==> src/hw/rtl/spc_pkg.sv <==
// ============================================================================
// spc_pkg: shared definitions of the shutter panel controller
// Command codes, register indexes, reset values and the structs that pass
// configuration, command decode and status between the modules.
// ============================================================================
package spc_pkg;

    // Command codes in bits 6:4 of a command byte.
    typedef enum logic [2:0] {
        CMD_NOP        = 3'd0,
        CMD_LOAD_BEEP  = 3'd1,
        CMD_BLOCK_MODE = 3'd2,
        CMD_QUERY_SW   = 3'd3,
        CMD_INTERRUPT  = 3'd4,
        CMD_BLOCK_SW   = 3'd5,
        CMD_SPARE6     = 3'd6,
        CMD_SPARE7     = 3'd7
    } t_cmd;

    // Block LED modes.
    localparam logic [1:0] MODE_OFF  = 2'd0;
    localparam logic [1:0] MODE_SLOW = 2'd1;
    localparam logic [1:0] MODE_FAST = 2'd2;
    localparam logic [1:0] MODE_ON   = 2'd3;

    // Reply codes.
    localparam logic [7:0] REPLY_ERR     = 8'd0;
    localparam logic [7:0] REPLY_OK      = 8'd1;
    localparam logic [7:0] REPLY_UP      = 8'd1;
    localparam logic [7:0] REPLY_DOWN    = 8'd2;
    localparam logic [7:0] REPLY_NEITHER = 8'd3;
    localparam logic [7:0] REPLY_SW_ON   = 8'd1;
    localparam logic [7:0] REPLY_SW_OFF  = 8'd2;

    // Data values of the block switch command.
    localparam logic [3:0] BSW_DATA_CLEAR = 4'd1;
    localparam logic [3:0] BSW_DATA_SET   = 4'd2;

    // Configuration register indexes.
    localparam logic [1:0] REG_DEBOUNCE   = 2'd0;
    localparam logic [1:0] REG_SLOW_BLINK = 2'd1;
    localparam logic [1:0] REG_FAST_BLINK = 2'd2;
    localparam logic [1:0] REG_BEEP_STEP  = 2'd3;

    localparam logic [7:0]  DEBOUNCE_RST   = 8'd50;
    localparam logic [15:0] SLOW_BLINK_RST = 16'd3000;
    localparam logic [15:0] FAST_BLINK_RST = 16'd1000;
    localparam logic [7:0]  BEEP_STEP_RST  = 8'd250;

    typedef struct packed {
        logic [7:0]  debounce;
        logic [15:0] slow_blink;
        logic [15:0] fast_blink;
        logic [7:0]  beep_step;
    } t_cfg;

    // State changes requested by one command byte, plus its reply.
    typedef struct packed {
        logic       beep_load;
        logic       mode_load;
        logic       evt_set;
        logic       evt_clear;
        logic       bsw_clear;
        logic       bsw_set;
        logic [7:0] reply;
    } t_cmd_upd;

    // Output levels after an item has been applied.
    typedef struct packed {
        logic block_led;
        logic red_led;
        logic green_led;
        logic beeper;
        logic int_drive_low;
    } t_status;

endpackage

==> src/hw/rtl/spc_cmd.sv <==
// ============================================================================
// spc_cmd: command byte decoder
// Checks the even parity, decodes the command code and produces the reply
// together with the state changes that the command asks for.
// ============================================================================
module spc_cmd (
    input  logic [7:0]        i_byte,
    input  logic [7:0]        i_reported_switches,
    input  logic              i_block_switch_on,
    output spc_pkg::t_cmd_upd o_upd
);

    logic              parity_ok;
    spc_pkg::t_cmd     cmd;
    logic [3:0]        data;
    logic              sw_up;
    logic              sw_dn;
    logic              sw_valid;

    assign parity_ok = (i_byte[7] == ^i_byte[6:0]);
    assign cmd       = spc_pkg::t_cmd'(i_byte[6:4]);
    assign data      = i_byte[3:0];

    // Each switch has an up and a down bit in the reported byte.
    always_comb begin
        sw_valid = 1'b1;
        sw_up    = 1'b0;
        sw_dn    = 1'b0;
        case (data)
            4'd1: begin
                sw_up = i_reported_switches[4];
                sw_dn = i_reported_switches[3];
            end
            4'd2: begin
                sw_up = i_reported_switches[5];
                sw_dn = i_reported_switches[2];
            end
            4'd3: begin
                sw_up = i_reported_switches[6];
                sw_dn = i_reported_switches[1];
            end
            4'd4: begin
                sw_up = i_reported_switches[0];
                sw_dn = i_reported_switches[7];
            end
            default: begin
                sw_valid = 1'b0;
            end
        endcase
    end

    always_comb begin
        o_upd = '0;
        o_upd.reply = spc_pkg::REPLY_ERR;
        if (parity_ok) begin
            case (cmd)
                spc_pkg::CMD_LOAD_BEEP: begin
                    o_upd.beep_load = 1'b1;
                    o_upd.reply     = spc_pkg::REPLY_OK;
                end
                spc_pkg::CMD_BLOCK_MODE: begin
                    o_upd.mode_load = 1'b1;
                    o_upd.reply     = spc_pkg::REPLY_OK;
                end
                spc_pkg::CMD_QUERY_SW: begin
                    if (!sw_valid) begin
                        o_upd.reply = spc_pkg::REPLY_ERR;
                    end else if (sw_up) begin
                        o_upd.reply = spc_pkg::REPLY_UP;
                    end else if (sw_dn) begin
                        o_upd.reply = spc_pkg::REPLY_DOWN;
                    end else begin
                        o_upd.reply = spc_pkg::REPLY_NEITHER;
                    end
                end
                spc_pkg::CMD_INTERRUPT: begin
                    o_upd.evt_set   = (data != 4'd0);
                    o_upd.evt_clear = (data == 4'd0);
                    o_upd.reply     = spc_pkg::REPLY_OK;
                end
                spc_pkg::CMD_BLOCK_SW: begin
                    o_upd.reply     = i_block_switch_on ? spc_pkg::REPLY_SW_ON
                                                        : spc_pkg::REPLY_SW_OFF;
                    o_upd.bsw_clear = (data == spc_pkg::BSW_DATA_CLEAR);
                    o_upd.bsw_set   = (data == spc_pkg::BSW_DATA_SET);
                end
                default: begin
                    o_upd.reply = spc_pkg::REPLY_ERR;
                end
            endcase
        end
    end

endmodule

==> src/hw/rtl/spc_core.sv <==
// ============================================================================
// spc_core: panel state and tick processing
// Holds the panel state, applies one tick or one decoded command per enabled
// cycle and presents the output levels that follow from the new state.
// ============================================================================
module spc_core (
    input  logic              i_clk,
    input  logic              i_rst_n,
    input  logic              i_en,
    input  logic              i_opcode,
    input  logic [7:0]        i_command_byte,
    input  logic              i_key_level,
    input  logic [7:0]        i_switch_raw,
    input  logic              i_int_line_level,
    input  spc_pkg::t_cfg     i_cfg,
    output logic [7:0]        o_reply,
    output spc_pkg::t_status  o_status
);

    logic        r_flag_block_event, n_flag_block_event;
    logic        r_flag_switch_event, n_flag_switch_event;
    logic        r_flag_beep_on, n_flag_beep_on;
    logic        r_flag_red, n_flag_red;
    logic        r_flag_green, n_flag_green;
    logic [1:0]  r_block_mode, n_block_mode;
    logic        r_block_switch_on, n_block_switch_on;
    logic [7:0]  r_reported_switches, n_reported_switches;
    logic        r_key_stable, n_key_stable;
    logic [7:0]  r_key_count, n_key_count;
    logic [7:0]  r_switch_stable, n_switch_stable;
    logic [7:0]  r_switch_count, n_switch_count;
    logic [15:0] r_blink_count, n_blink_count;
    logic [7:0]  r_beep_count, n_beep_count;
    logic [3:0]  r_beep_bits, n_beep_bits;
    logic        r_block_led, n_block_led;
    logic        r_beeper, n_beeper;

    spc_pkg::t_cmd_upd cmd_upd;

    logic        pressed;
    logic [7:0]  key_dec;
    logic [7:0]  sw_dec;
    logic        key_released;
    logic [15:0] blink_dec;
    logic [7:0]  beep_dec;

    spc_cmd u_cmd (
        .i_byte              (i_command_byte),
        .i_reported_switches (r_reported_switches),
        .i_block_switch_on   (r_block_switch_on),
        .o_upd               (cmd_upd)
    );

    assign pressed   = ~i_key_level;
    assign key_dec   = r_key_count - 8'd1;
    assign sw_dec    = r_switch_count - 8'd1;
    assign blink_dec = (r_blink_count != 16'd0) ? r_blink_count - 16'd1 : 16'd0;
    assign beep_dec  = (r_beep_count != 8'd0) ? r_beep_count - 8'd1 : 8'd0;

    always_comb begin
        n_flag_block_event  = r_flag_block_event;
        n_flag_switch_event = r_flag_switch_event;
        n_flag_beep_on      = r_flag_beep_on;
        n_flag_red          = r_flag_red;
        n_flag_green        = r_flag_green;
        n_block_mode        = r_block_mode;
        n_block_switch_on   = r_block_switch_on;
        n_reported_switches = r_reported_switches;
        n_key_stable        = r_key_stable;
        n_key_count         = r_key_count;
        n_switch_stable     = r_switch_stable;
        n_switch_count      = r_switch_count;
        n_blink_count       = r_blink_count;
        n_beep_count        = r_beep_count;
        n_beep_bits         = r_beep_bits;
        n_block_led         = r_block_led;
        n_beeper            = r_beeper;
        key_released        = 1'b0;

        if (i_opcode) begin
            if (cmd_upd.beep_load) begin
                n_beep_bits = i_command_byte[3:0];
            end
            if (cmd_upd.mode_load) begin
                n_block_mode = i_command_byte[1:0];
            end
            if (cmd_upd.evt_set) begin
                n_flag_block_event = 1'b1;
            end
            if (cmd_upd.evt_clear) begin
                n_flag_block_event  = 1'b0;
                n_flag_switch_event = 1'b0;
            end
            if (cmd_upd.bsw_clear) begin
                n_block_switch_on = 1'b0;
            end
            if (cmd_upd.bsw_set) begin
                n_block_switch_on = 1'b1;
            end
        end else begin
            // Key debounce. A release is consumed in the same tick, so no
            // pending-release flag needs to survive between items.
            if (pressed != r_key_stable) begin
                if (key_dec == 8'd0) begin
                    n_key_count  = i_cfg.debounce;
                    n_key_stable = pressed;
                    key_released = ~pressed;
                end else begin
                    n_key_count = key_dec;
                end
            end else begin
                n_key_count = i_cfg.debounce;
            end

            if (i_switch_raw != r_switch_stable) begin
                if (sw_dec == 8'd0) begin
                    n_switch_count  = i_cfg.debounce;
                    n_switch_stable = i_switch_raw;
                end else begin
                    n_switch_count = sw_dec;
                end
            end else begin
                n_switch_count = i_cfg.debounce;
            end

            if (key_released) begin
                n_flag_block_event = 1'b1;
                n_block_switch_on  = ~r_block_switch_on;
            end
            if (n_switch_stable != r_reported_switches) begin
                n_reported_switches = n_switch_stable;
                n_flag_switch_event = 1'b1;
            end
            n_flag_red   = ~i_int_line_level;
            n_flag_green = ~(n_flag_block_event | n_flag_switch_event);

            case (r_block_mode)
                spc_pkg::MODE_OFF: begin
                    n_block_led = 1'b0;
                end
                spc_pkg::MODE_ON: begin
                    n_block_led = 1'b1;
                end
                default: begin
                    if (blink_dec == 16'd0) begin
                        n_block_led   = ~r_block_led;
                        n_blink_count = (r_block_mode == spc_pkg::MODE_SLOW)
                                        ? i_cfg.slow_blink : i_cfg.fast_blink;
                    end else begin
                        n_blink_count = blink_dec;
                    end
                end
            endcase

            // Beep: each pattern bit lasts one step; while on, the tone
            // toggles on every tick with an odd count.
            if ((r_beep_bits != 4'd0) || r_flag_beep_on) begin
                if (beep_dec == 8'd0) begin
                    n_flag_beep_on = r_beep_bits[0];
                    if (!r_beep_bits[0]) begin
                        n_beeper = 1'b0;
                    end
                    n_beep_bits  = r_beep_bits >> 1;
                    n_beep_count = i_cfg.beep_step;
                end else begin
                    n_beep_count = beep_dec;
                end
                if (n_beep_count[0] && n_flag_beep_on) begin
                    n_beeper = ~n_beeper;
                end
            end
        end
    end

    always_ff @(posedge i_clk) begin
        if (!i_rst_n) begin
            r_flag_block_event  <= 1'b0;
            r_flag_switch_event <= 1'b0;
            r_flag_beep_on      <= 1'b0;
            r_flag_red          <= 1'b0;
            r_flag_green        <= 1'b0;
            r_block_mode        <= spc_pkg::MODE_OFF;
            r_block_switch_on   <= 1'b0;
            r_reported_switches <= 8'd0;
            r_key_stable        <= 1'b0;
            r_key_count         <= spc_pkg::DEBOUNCE_RST;
            r_switch_stable     <= 8'd0;
            r_switch_count      <= spc_pkg::DEBOUNCE_RST;
            r_blink_count       <= 16'd0;
            r_beep_count        <= 8'd0;
            r_beep_bits         <= 4'd0;
            r_block_led         <= 1'b0;
            r_beeper            <= 1'b0;
        end else if (i_en) begin
            r_flag_block_event  <= n_flag_block_event;
            r_flag_switch_event <= n_flag_switch_event;
            r_flag_beep_on      <= n_flag_beep_on;
            r_flag_red          <= n_flag_red;
            r_flag_green        <= n_flag_green;
            r_block_mode        <= n_block_mode;
            r_block_switch_on   <= n_block_switch_on;
            r_reported_switches <= n_reported_switches;
            r_key_stable        <= n_key_stable;
            r_key_count         <= n_key_count;
            r_switch_stable     <= n_switch_stable;
            r_switch_count      <= n_switch_count;
            r_blink_count       <= n_blink_count;
            r_beep_count        <= n_beep_count;
            r_beep_bits         <= n_beep_bits;
            r_block_led         <= n_block_led;
            r_beeper            <= n_beeper;
        end
    end

    assign o_reply                = i_opcode ? cmd_upd.reply : 8'd0;
    assign o_status.block_led     = n_block_led;
    assign o_status.red_led       = n_flag_red;
    assign o_status.green_led     = n_flag_green;
    assign o_status.beeper        = n_beeper;
    assign o_status.int_drive_low = n_flag_block_event | n_flag_switch_event;

endmodule

==> src/hw/rtl/shutter_panel_controller_top.sv <==
// ============================================================================
// shutter_panel_controller_top: shutter panel controller
// Takes timer ticks and bus command bytes, keeps the panel state and returns
// one result beat per input beat with reply, LED, beeper and interrupt levels.
// ============================================================================
//
//   Channel  Direction  Handshake                   Payload
//   -------  ---------  --------------------------  ---------------------------
//   in       sink       i_in_valid / o_in_stall     opcode, command byte, key,
//                                                   switch byte, line level
//   out      source     o_out_valid / i_out_stall   reply, check byte, LEDs,
//                                                   beeper, interrupt drive
//   cfg      sink       i_cfg_we (no wait)          index, 16-bit data
//
// A beat accepted at one edge waits in the input register and goes through the
// state update into the result register when that register is empty or its
// beat is being taken.
// One beat is accepted per cycle when the output side keeps up; the rate is
// set by the single update of the panel state, which runs once per cycle.
// Reset is synchronous and active low; it clears the state, the beat valid
// flags and returns the configuration registers to their default values.
// When the output stalls, the result register holds, the input register
// keeps its beat and o_in_stall rises only if that register is occupied.
//
module shutter_panel_controller_top (
    input  logic        i_clk,
    input  logic        i_rst_n,

    input  logic        i_in_valid,
    output logic        o_in_stall,
    input  logic        i_opcode,
    input  logic [7:0]  i_command_byte,
    input  logic        i_key_level,
    input  logic [7:0]  i_switch_raw,
    input  logic        i_int_line_level,

    output logic        o_out_valid,
    input  logic        i_out_stall,
    output logic        o_is_reply,
    output logic [7:0]  o_reply,
    output logic [7:0]  o_reply_inverse,
    output logic        o_block_led,
    output logic        o_red_led,
    output logic        o_green_led,
    output logic        o_beeper,
    output logic        o_int_drive_low,

    input  logic        i_cfg_we,
    input  logic [1:0]  i_cfg_index,
    input  logic [15:0] i_cfg_data
);

    // Configuration registers.
    spc_pkg::t_cfg r_cfg;

    // Input register: one beat waiting for the state update.
    logic       r_in_vld;
    logic       r_opcode;
    logic [7:0] r_command_byte;
    logic       r_key_level;
    logic [7:0] r_switch_raw;
    logic       r_int_line_level;

    // Result register.
    logic             r_out_vld;
    logic             r_is_reply;
    logic [7:0]       r_reply;
    logic [7:0]       r_reply_inverse;
    spc_pkg::t_status r_status;

    logic             advance;
    logic             in_take;
    logic [7:0]       core_reply;
    spc_pkg::t_status core_status;

    // The beat in the input register moves on when the result register is
    // empty or its beat is being taken this cycle.
    assign advance    = r_in_vld & (~r_out_vld | ~i_out_stall);
    assign o_in_stall = r_in_vld & ~advance;
    assign in_take    = i_in_valid & ~o_in_stall;

    always_ff @(posedge i_clk) begin
        if (!i_rst_n) begin
            r_cfg.debounce   <= spc_pkg::DEBOUNCE_RST;
            r_cfg.slow_blink <= spc_pkg::SLOW_BLINK_RST;
            r_cfg.fast_blink <= spc_pkg::FAST_BLINK_RST;
            r_cfg.beep_step  <= spc_pkg::BEEP_STEP_RST;
        end else if (i_cfg_we) begin
            case (i_cfg_index)
                spc_pkg::REG_DEBOUNCE:   r_cfg.debounce   <= i_cfg_data[7:0];
                spc_pkg::REG_SLOW_BLINK: r_cfg.slow_blink <= i_cfg_data;
                spc_pkg::REG_FAST_BLINK: r_cfg.fast_blink <= i_cfg_data;
                spc_pkg::REG_BEEP_STEP:  r_cfg.beep_step  <= i_cfg_data[7:0];
                default: begin
                end
            endcase
        end
    end

    always_ff @(posedge i_clk) begin
        if (!i_rst_n) begin
            r_in_vld <= 1'b0;
        end else if (in_take) begin
            r_in_vld <= 1'b1;
        end else if (advance) begin
            r_in_vld <= 1'b0;
        end
    end

    always_ff @(posedge i_clk) begin
        if (in_take) begin
            r_opcode         <= i_opcode;
            r_command_byte   <= i_command_byte;
            r_key_level      <= i_key_level;
            r_switch_raw     <= i_switch_raw;
            r_int_line_level <= i_int_line_level;
        end
    end

    spc_core u_core (
        .i_clk            (i_clk),
        .i_rst_n          (i_rst_n),
        .i_en             (advance),
        .i_opcode         (r_opcode),
        .i_command_byte   (r_command_byte),
        .i_key_level      (r_key_level),
        .i_switch_raw     (r_switch_raw),
        .i_int_line_level (r_int_line_level),
        .i_cfg            (r_cfg),
        .o_reply          (core_reply),
        .o_status         (core_status)
    );

    always_ff @(posedge i_clk) begin
        if (!i_rst_n) begin
            r_out_vld <= 1'b0;
        end else if (advance) begin
            r_out_vld <= 1'b1;
        end else if (!i_out_stall) begin
            r_out_vld <= 1'b0;
        end
    end

    // Ticks carry a zero reply and a zero check byte.
    always_ff @(posedge i_clk) begin
        if (advance) begin
            r_is_reply      <= r_opcode;
            r_reply         <= core_reply;
            r_reply_inverse <= r_opcode ? ~core_reply : 8'd0;
            r_status        <= core_status;
        end
    end

    assign o_out_valid     = r_out_vld;
    assign o_is_reply      = r_is_reply;
    assign o_reply         = r_reply;
    assign o_reply_inverse = r_reply_inverse;
    assign o_block_led     = r_status.block_led;
    assign o_red_led       = r_status.red_led;
    assign o_green_led     = r_status.green_led;
    assign o_beeper        = r_status.beeper;
    assign o_int_drive_low = r_status.int_drive_low;

endmodule

==> config.mk <==
export PLATFORM = sky130hd
export DESIGN_NAME = shutter_panel_controller_top
export DESIGN_NICKNAME = d
export VERILOG_FILES = /design/src/hw/rtl/spc_pkg.sv /design/src/hw/rtl/spc_cmd.sv /design/src/hw/rtl/spc_core.sv /design/src/hw/rtl/shutter_panel_controller_top.sv
export SDC_FILE = /design/constraint.sdc
export NUM_CORES = 1
export LEC_CHECK = 0
export ABC_CLOCK_PERIOD_IN_PS = 2900
export BUFFER_PORTS_ARGS = -buffer_cell sky130_fd_sc_hd__buf_2
export CAP_MARGIN = 20
export CORE_MARGIN = 3
export CORE_UTILIZATION = 48
export CTS_CLUSTER_DIAMETER = 200
export DETAILED_ROUTE_END_ITERATION = 10
export PLACE_DENSITY_LB_ADDON = 0.15
export SYNTH_ARGS = -nofsm -noshare
export SYNTH_HDL_FRONTEND = slang
export SYNTH_SLANG_ARGS = --single-unit
==> constraint.sdc <==
create_clock -name i_clk -period 2.9 [get_ports i_clk]
set_input_delay 0.29 -clock i_clk [delete_from_list [all_inputs] [get_ports i_clk]]
set_output_delay 0.29 -clock i_clk [all_outputs]
set_load 0.05 [all_outputs]
==> results of run 1 <==
metal layers:
layer	GRT usage	share of wire	up-vias
li1	-	-	3353
met2	0.3146	0.44	166
met1	0.3098	0.50	3135
met5	0	0	-
met4	0.04561	0.0097	0
met3	0.05247	0.047	20
Yosys cell counts, types with 6 or more instances:
cell | n | area share
o31ai_1 | 8 | 0.0078
nor3_1 | 25 | 0.016
a21oi_1 | 77 | 0.050
o21ai_0 | 33 | 0.021
buf_4 | 11 | 0.011
edfxtp_1 | 30 | 0.12
nand4_1 | 8 | 0.0065
nor2b_1 | 6 | 0.0048
o21a_1 | 7 | 0.0068
nand2_1 | 121 | 0.059
clkbuf_1 | 42 | 0.020
nand2b_1 | 8 | 0.0065
o21ai_1 | 9 | 0.0058
a22oi_1 | 6 | 0.0058
a221oi_1 | 8 | 0.0090
mux2i_1 | 46 | 0.059
xnor2_1 | 20 | 0.023
or4_1 | 7 | 0.0068
or3_1 | 13 | 0.010
nor4_1 | 9 | 0.0073
a211oi_1 | 10 | 0.0097
nor2_1 | 96 | 0.047
ha_1 | 19 | 0.031
xor2_1 | 6 | 0.0068
inv_1 | 36 | 0.017
dfxtp_1 | 121 | 0.31
nand3_1 | 34 | 0.022
worst paths after layout:
kind	end	slack [ps]	depth (start not counted)
setup / recovery	u_core.r_flag_green$_SDFFE_PN0P_	80	10
hold / removal	r_command_byte[4]$_DFFE_PP_	30	1
setup reg to reg	u_core.r_flag_green$_SDFFE_PN0P_	80	10
hold reg to reg	r_cfg[8]$_SDFFE_PN0P_	450	2
cells by family (layout without fill, tap and decap cells):
kind of cell	Yosys count	after routing	share of synthesized area
adder cells (fa/ha/maj)	19	19	0.03069
XOR/XNOR	26	26	0.02940
multiplexers	48	48	0.06235
flip-flops	151	151	0.4290
AND/OR/NAND/NOR	360	360	0.2205
AO/OA/AOI/OAI	206	206	0.1732
other	1	6	0.0004841
buffers and inverters	97	167	0.05443
registers in the layout, summed over array words and instances, names as in the netlist, 3 cells and up:
register                    cells
u_core.r_beep_bits              4
u_core.r_blink_count           16
r_command_byte                  8
u_core.r_switch_stable          8
u_core.r_reported_switches      8
u_core.r_key_count              8
u_core.r_switch_count           8
r_switch_raw                    8
o_reply_inverse                 3
r_cfg                          48
u_core.r_beep_count             8
repair_timing:
action	4_1_cts	5_1_grt
endpoints found under the hold margin	0	0
endpoints found under the setup margin	3	30
pin swaps	1	8
gates resized for setup	1	19
hold buffers	0	0
buffers inserted	1	2
metrics by stage:
stage / total power (W) / util / instances
finish: 0.004774 / 0.5800 / 1194
global route: 0.004948 / 0.5800 / 1194
CTS: 0.004790 / 0.5740 / 1192
detailed placement: 0.002757 / 0.5380 / 1159
global placement: 0.002750 / 0.5380 / 1159
floorplan: 0.002614 / - / 913
final cells by class:
cell class / count / area share
multi-input combinational: 665 / 0.4563
sequential: 151 / 0.3705
timing repair buffer: 99 / 0.06813
clock buffer: 20 / 0.04863
tap: 211 / 0.02940
inverter: 36 / 0.01533
clock inverter: 12 / 0.01170
power groups by stage:
stage               clock network, W  logic (W)  registers (W)
finish                       0.00205   0.000463        0.00226
CTS                          0.00208   0.000456        0.00226
global route                 0.00217   0.000513        0.00227
global placement                   0   0.000447        0.00230
detailed placement                 0   0.000453        0.00230
floorplan                          0   0.000295        0.00232
==> reports/metrics.cfg, run 1 <==
[status]
status = completed

[synth]
ys_ff_latch = 151
netlist_instances = 908
ys_seq_area_frac = 0.4290
yosysUniqueCellTypes = 73
synth_area_um2 = 7746
synth_edf_count = 30
yosysWarnings = 0
synth_ff_type = dfxtp_1
syn-mean-instance-area_um2 = 8.531
async_flop_share = 0

[die]
fp.coreArea_um2 = 15480
chipHeight_um = 133.0
row_count = 45
die_w_um = 133.0
die_area_um2 = 17700
initial_core_util = 0.5003
ioPinCount = 66

[route]
drt-wirelength-per-cell_um = 15.72
route.detailed.drc = 0
vias = 6674
ant_nets = 0
routed_wl_mm = 18.77
via_per_inst = 5.590
first_pass_iters = 8
drt_iter0_markers = 694

[worst_setup_path]
cp_common_cell = buf_4
crit_buf_inv = 2
path_cells = buf_4 -> or4_4 -> or2_4 -> and4_4 -> mux2i_2 -> a211o_1 -> a2111oi_4 -> buf_4 -> nand3_4 -> o31ai_4
slowest_delay_ps = 540
cp.arrival_ps = 3170
path_class = flop to flop
cp_max_fo = 5
reg2reg_from = u_core.r_switch_count[0]$_SDFFE_PN0P_
cp-end-kind = flop
critical_path_required_ps = 3250
critPathLaunchType = flop
crit_path_top_delay_cell = or4_4
setup.worst_path.start = u_core.r_switch_count[0]$_SDFFE_PN0P_
path_delay_family = simple AND/OR/NAND/NOR gates

[clock_network]
cts-root-buf = clkbuf_16
cts_tree = built
worstSkewPairLatency_ps = 430
htreeDepth = 4
clk_path_buf_depth = 2
cts.clk_slew.worst_paths_ps = 60
numCtsBuffers = 17
cts.sinks = 151

[global_routing]
grt_pass1_wl_mm = 30.48
grt_max_degree = 66
grt_overflow = 0
grt_pass1_vias = 6053
track_usage = 0.2111
antenna_found_initial = 0

[pwr]
clock_power_share = 0.429
p_comb_frac = 0.097
switching_power_w = 0.001228
leakage_nw = 3.499
power_density_nw_per_um2 = 531.6
internal_power_w = 0.003546
p_seq_frac = 0.473
swShare = 0.2571
vdd_drop_max_mv = 0.4450

[sta]
hold_viol = 0
maxSlewViolCount = 0
tightest_slew_ps = 640.9
worst_hold_slack_ps = 34.10
rsz0062_at_grt = yes
clock_skew_ps = 8.686
layout_min_cycle_time_ps = 2821
max_slew_margin = 0.5698
fin_crit_sh = 0.9728
fin_tns_setup_ps = 0
max_freq_mhz = 354.5
setup_violations = 0
fin_ws_ps = 78.79

[finish]
layout.nets = 1031
layout_commonest_cell = nand2_1
area_growth_syn_to_layout_pct = 15.93
layout-drive-gt1-share = 0.1587
seq_area_um2 = 3327
layout_common_cells = 121 x nand2_1, 120 x dfxtp_1, 96 x nor2_1
multiInputGateArea_um2 = 4098
diodes = 0
n_fill_cell = 1405
finalInstanceArea_um2 = 8980

[hold_path]
hp-class = primary input to flop
min_from = i_command_byte[4]

[placement]
io_buffer_count = 59
placed_area_um2 = 8330
gp_congestion = 0.8763
dp_slack_ps = -9.938
dpl.hpwl_mm = 12.81

[job]
drv_cap = 0

No activity file was read; power rests on OpenSTA's default activity.
==> inputs of run 2 (changes only) <==
ABC_CLOCK_PERIOD_IN_PS = 3200   (was 2900)
clock period = 3.2 ns   (was 2.9 ns; I/O delays follow)
==> run 2 against run 1 <==
  * Wire length decreased by 1.0%
  * Global-route usage grew 0.25 points
  * Combinational power down 13%
  * Register-to-register slack improved by 100 ps
  * Critical path depth is 1 higher
  * Critical path type unchanged
  * Largest power group is now clock
==> reports/metrics.cfg, run 2 (synthesized netlist as in run 1, its figures left out) <==
[worst_setup_path]
cp-end-kind = flop
reg2reg_from = u_core.r_switch_count[0]$_SDFFE_PN0P_
crit_path_top_delay_cell = or4b_4
cp_max_fo = 6  ; +1
reg2reg_slack_ps = 180  ; +100 ps
path_cells = inv_1 -> ha_1 -> or4b_4 -> xor2_2 -> and4_4 -> mux2i_1 -> a211o_1 -> a2111oi_4 -> buf_4 -> nand2b_1 -> a21oi_1
r2r-end = u_core.r_reported_switches[1]$_SDFFE_PN0P_
critPathLaunchType = flop
reg2regPathDepth = 11  ; +1
path_class = flop to flop
critical_path_required_ps = 3500  ; +250 ps
cp.arrival_ps = 3320  ; +150 ps
slowest_delay_ps = 520  ; -20 ps

[pwr]
finalPower_w = 0.004549  ; -4.7%
vdd_drop_max_mv = 0.4081  ; -8.3%
leakage_nw = 3.502  ; about the same
power_density_nw_per_um2 = 509.3  ; -4.2%

[hold_path]
whs_endpoint = r_switch_raw[7]$_DFFE_PP_
min_from = i_switch_raw[7]
worst_hold_path.num_cells = 1  ; unchanged
hp-class = primary input to flop

[die]
die_w_um = 133.0  ; unchanged
chipHeight_um = 133.0  ; unchanged
row_count = 45  ; unchanged
initial_core_util = 0.5003  ; unchanged
fp.coreArea_um2 = 15480  ; unchanged
ioPinCount = 66  ; unchanged
die_area_um2 = 17700  ; unchanged

[status]
status = completed

[sta]
clock_skew_ps = 10.12  ; +1.429 ps
layout_min_cycle_time_ps = 3017  ; +196.2 ps
max_freq_mhz = 331.4  ; -6.5%
worst_hold_slack_ps = 69.55  ; +35.45 ps
maxSlewViolCount = 0  ; unchanged
tightest_slew_ps = 821.4  ; +180.5 ps
fin_ws_ps = 182.6  ; +103.8 ps
hold_viol = 0  ; unchanged
setup_violations = 0  ; unchanged
max_slew_margin = 0.4524  ; -0.1174
fin_crit_sh = 0.9429  ; -0.02990

[global_routing]
antenna_found_initial = 0  ; unchanged
grt_overflow = 0  ; unchanged
grt_max_degree = 53  ; -20%
track_usage = 0.2136  ; +0.002538
grt_pass1_vias = 6142  ; +1.5%
grt_pass1_wl_mm = 30.99  ; +1.7%

[finish]
top_regs = r_cfg x48, u_core.r_blink_count x16
largest_register_ffs = 48  ; unchanged
area_growth_syn_to_layout_pct = 15.30
regMostFlops = r_cfg
layout_common_cells = 121 x nand2_1, 121 x dfxtp_1, 96 x nor2_1
finalInstanceArea_um2 = 8931  ; -0.54%
layout.nets = 1023  ; -0.78%
instances_no_fill = 1186  ; -0.67%
layout-drive-gt1-share = 0.1456  ; -0.01306
diodes = 0  ; unchanged
n_fill_cell = 1401  ; -0.28%

[clock_network]
worstSkewPairLatency_ps = 420  ; about the same
cts-root-buf = clkbuf_16
cts_tree = built
clk_path_buf_depth = 2  ; unchanged
htreeDepth = 4  ; unchanged
numCtsBuffers = 17  ; unchanged
hold_buffers = 0  ; unchanged
cts.sinks = 151  ; unchanged
cts.clk_slew.worst_paths_ps = 60  ; about the same

[route]
routed_wl_mm = 18.58  ; -1.0%
first_pass_iters = 5  ; -3
route.detailed.drc = 0  ; unchanged
drt_iter0_markers = 640  ; -7.8%
ant_nets = 0  ; unchanged
vias = 6553  ; -1.8%
drt-wirelength-per-cell_um = 15.67  ; -0.34%
via_per_inst = 5.525  ; -1.2%

[placement]
io_buffer_count = 59  ; unchanged
dpl.hpwl_mm = 12.88  ; +0.61%
gp_congestion = 0.8981  ; +2.5%
placed_area_um2 = 8278  ; -0.63%
dp_slack_ps = 56.02  ; +65.96 ps
dp_cells = 1152  ; -0.60%

[job]
drv_cap = 0  ; unchanged

[run 2: cell count changes in the layout (fill, tap and decap cells not counted), sizes merged]
cell and delta:
clkbuf +4, buf -8, clkinv -1, inv +1, bufinv +1, clkinvlp -5
[run 2: per-stage QoR]
step / utilization / setup TNS (ps)
after floorplan: - / 0
after global placement: 0.5346 / 0
after detailed placement: 0.5346 / 0
after CTS: 0.5754 / 0
after global routing: 0.5768 / -8.935
final: 0.5768 / 0
[run 2: area by class of cell]
class | count | area [um2] | area share
multi-input combinational | 665 | 4038 | 0.4521
sequential | 151 | 3323 | 0.3721
timing repair buffer | 91 | 548.0 | 0.06136
clock buffer | 24 | 514.2 | 0.05758
tap | 211 | 264.0 | 0.02956
inverter | 36 | 135.1 | 0.01513
clock inverter | 8 | 108.9 | 0.01219
[run 2: where the power goes]
group,internal [W],leakage [nW],switching (W)
registers,0.00200,1.27,0.0000466
clock network,0.00129,0.306,0.000801
logic,0.000141,1.93,0.000264
[run 2: repair_timing]
item	4_1_cts	5_1_grt
endpoints found under the setup margin	4	23
resized for setup	0	3
endpoints found under the hold margin	0	0
setup buffers	1	1
pin swaps	1	2
[run 2: how the worst max path moves through the flow]
stage | slack [ps] | depth (start not counted) | to | start
floorplan | 270 | 11 | o_int_drive_low$_DFFE_PP_ | u_core.r_switch_count[0]$_SDFFE_PN0P_
global placement | 130 | 11 | u_core.r_reported_switches[3]$_SDFFE_PN0P_ | u_core.r_switch_count[0]$_SDFFE_PN0P_
detailed placement | 60 | 11 | u_core.r_flag_switch_event$_SDFFE_PN0P_ | u_core.r_switch_count[0]$_SDFFE_PN0P_
CTS | 70 | 11 | u_core.r_reported_switches[1]$_SDFFE_PN0P_ | u_core.r_switch_count[0]$_SDFFE_PN0P_
global route | -9 | 11 | u_core.r_blink_count[8]$_SDFFE_PN0P_ | u_core.r_blink_count[0]$_SDFFE_PN0P_
finish | 180 | 11 | u_core.r_reported_switches[1]$_SDFFE_PN0P_ | u_core.r_switch_count[0]$_SDFFE_PN0P_
[run 2: worst max-delay path, delay by kind of cell, from the launching register on]
kind            cells  cell delay [ps]
fa+ha+maj           1              230
flops               1              360
buf+inv             2              270
simple gates        3             1020
mux                 1              110
compound gates      3              730
xor+xnor            1              180
[run 2: per-layer routing]
metal,GRT usage,part of all wire
met5,0,0
met3,0.04449,0.040
met2,0.3205,0.45
met4,0.05716,0.011
met1,0.3122,0.50
==> inputs of run 3 (changes only) <==
ABC_CLOCK_PERIOD_IN_PS = 3450   (was 3200)
SETUP_SLACK_MARGIN = 0.4   (was unset)
clock period = 3.45 ns   (was 3.2 ns; I/O delays follow)
==> run 3 against run 2 <==
  * Fmax rose by 4.9%
  * Global-route usage shrank 0.49 points
  * Clock skew fell by 3.8 ps
  * Sequential share of layout area is 0.19 points higher
  * Sequential power fell by 7%
  * Register-to-register slack improved by 390 ps
  * Power decreased by 8.7%
  * Die area did not move
  * Final cell count is 0.67% lower
  * Setup slack improved by 390 ps
  * Sequential cell count unchanged
  * First-iteration DRC count fell by 8.8%
  * Critical path type unchanged
  * Largest cell class unchanged
==> reports/metrics.cfg, run 3 (synthesized netlist as in run 1, its figures left out) <==
[status]
status = completed

[finish]
diodes = 0  ; unchanged
final_core_util = 0.5741  ; -0.002747
layout_commonest_cell = nand2_1
largest_register_ffs = 48  ; unchanged
layout_common_cells = 121 x nand2_1, 120 x dfxtp_1, 95 x nor2_1
area_growth_syn_to_layout_pct = 14.75
n_fill_cell = 1405  ; +0.29%
top_regs = r_cfg x48, u_core.r_blink_count x16
layout.nets = 1015  ; -0.78%
regMostFlops = r_cfg
layout-drive-gt1-share = 0.1479  ; +0.002239

[route]
drt_iter0_markers = 584  ; -8.8%
drt-wirelength-per-cell_um = 15.78  ; +0.67%
vias = 6546  ; -0.11%
first_pass_iters = 5  ; unchanged
route.detailed.drc = 0  ; unchanged
routed_wl_mm = 18.58  ; about the same
via_per_inst = 5.557  ; +0.57%
ant_nets = 0  ; unchanged

[global_routing]
track_usage = 0.2088  ; -0.004851
grt_pass1_vias = 5902  ; -3.9%
antenna_found_initial = 0  ; unchanged
grt_pass1_wl_mm = 30.30  ; -2.2%
grt_overflow = 0  ; unchanged
grt_max_degree = 40  ; -25%

[die]
chipHeight_um = 133.0  ; unchanged
row_count = 45  ; unchanged
initial_core_util = 0.5003  ; unchanged
die_area_um2 = 17700  ; unchanged
fp.coreArea_um2 = 15480  ; unchanged
ioPinCount = 66  ; unchanged
die_w_um = 133.0  ; unchanged

[worst_setup_path]
cp_common_cell = buf_4
cp-end-kind = flop
path_class = flop to flop
cp.arrival_ps = 3170  ; -150 ps
slowest_delay_ps = 510  ; about the same
critical_path_required_ps = 3740  ; +240 ps
crit_path_top_delay_cell = or4b_4
path_cells = inv_1 -> ha_4 -> or4b_4 -> xor2_4 -> nand4_1 -> buf_4 -> o211ai_1 -> a22o_1 -> a2111oi_4 -> buf_4 -> nand2b_2 -> a211oi_2
critPathLaunchType = flop
cp_max_fo = 5  ; -1

[sta]
max_freq_mhz = 347.6  ; +4.9%
rsz0062_at_grt = no
setup_violations = 0  ; unchanged
hold_viol = 0  ; unchanged
maxSlewViolCount = 0  ; unchanged
layout_min_cycle_time_ps = 2877  ; -140.5 ps
max_slew_margin = 0.3253  ; -0.1271
fin_crit_sh = 0.8339  ; -0.1091
fin_tns_setup_ps = 0  ; unchanged
tightest_slew_ps = 1008  ; +186.1 ps
clock_skew_ps = 6.325  ; -3.790 ps

[clock_network]
cts_tree = built
cts.clk_slew.worst_paths_ps = 60  ; about the same
clk_path_buf_depth = 2  ; unchanged
numCtsBuffers = 17  ; unchanged
cts-root-buf = clkbuf_16
htreeDepth = 4  ; unchanged
cts.sinks = 151  ; unchanged
worstSkewPairLatency_ps = 420  ; about the same

[job]
drv_cap = 0  ; unchanged

[placement]
gp_congestion = 0.8840  ; -1.6%
io_buffer_count = 59  ; unchanged
dpl.hpwl_mm = 12.73  ; -1.2%

[pwr]
vdd_drop_max_mv = 0.4170  ; +2.2%
leakage_nw = 3.449  ; -1.5%
power_density_nw_per_um2 = 467.0  ; -8.3%

[hold_path]
hp-class = primary input to flop

## run 3: cell count changes in the layout (fill, tap and decap cells not counted), moves of 2 or more
cell        before  now
buf_4           31   23
clkinv_4         3    0
clkbuf_16       19   17
clkbuf_8         2    0
clkinv_1         0    2
clkinv_2         1    3
clkinvlp_4       0    2
nand2b_1         8    6
nand2b_2         0    2
nor4b_1          4    2
nor4b_2          0    2
## run 3: layer usage
| metal | share of wire | global-route usage | vias to the layer above |
|---|---|---|---|
| li1 | - | - | 3307 |
| met1 | 0.51 | 0.3092 | 3080 |
| met2 | 0.44 | 0.3157 | 143 |
| met3 | 0.039 | 0.03574 | 16 |
| met4 | 0.0098 | 0.05370 | 0 |
| met5 | 0 | 0 | - |
## run 3: stage by stage
| stage | std cells | hold slack (ps) | total power (W) | worst slack [ps] | area [um2] |
|---|---|---|---|---|---|
| after global routing | 1178 | 83.66 | 0.004291 | 429.6 | 8889 |
| final | 1178 | 96.37 | 0.004151 | 573.2 | 8889 |
| after floorplan | 913 | 435.7 | 0.002197 | 516.3 | 7765 |
| after global placement | 1144 | 441.6 | 0.002304 | 280.2 | 8205 |
| after CTS | 1177 | 86.28 | 0.004170 | 414.9 | 8812 |
| after detailed placement | 1144 | 447.3 | 0.002307 | 167.0 | 8205 |
## run 3: critical path, delay by kind of cell (launching register included)
kind / cells / cell delay (ps)
AOI/OAI and AO/OA: 4 / 790
xor gates and xnor gates: 1 / 180
DFF: 1 / 330
buffers and inverters: 3 / 460
and+or+nand+nor: 3 / 820
adders and majority gates: 1 / 170
## run 3: power breakdown
group | internal [W] | switching [W]
clock network | 0.00114 | 0.000742
registers | 0.00186 | 0.0000435
logic | 0.000128 | 0.000244
## run 3: repair_timing
| action | 4_1_cts | 5_1_grt |
|---|---|---|
| endpoints found under the setup margin | 17 | 25 |
| gates resized for setup | 3 | 15 |
| pin swaps | 1 | 3 |
| hold buffers | 0 | 0 |
| setup buffers | 1 | 1 |
## run 3: area by class of cell
cell class	instances	area [um2]	share of cell area
Clock buffer	19	432.9	0.04870
Clock inverter	13	153.9	0.01731
Inverter	36	135.1	0.01520
Multi-Input combinational cell	665	4099	0.4611
Sequential cell	151	3324	0.3740
Tap cell	211	264.0	0.02970
Timing Repair Buffer	83	479.2	0.05391
## run 3: path summary, 6_finish.rpt
| path | slack (ps) | to | cells after the start | start |
|---|---|---|---|---|
| max | 570 | u_core.r_reported_switches[3]$_SDFFE_PN0P_ | 12 | u_core.r_switch_count[1]$_SDFFE_PN1P_ |
| min | 100 | r_command_byte[3]$_DFFE_PP_ | 1 | i_command_byte[3] |
| max reg2reg | 570 | u_core.r_reported_switches[3]$_SDFFE_PN0P_ | 12 | u_core.r_switch_count[1]$_SDFFE_PN1P_ |
| min reg2reg | 450 | r_cfg[37]$_SDFFE_PN0P_ | 2 | r_cfg[37]$_SDFFE_PN0P_ |
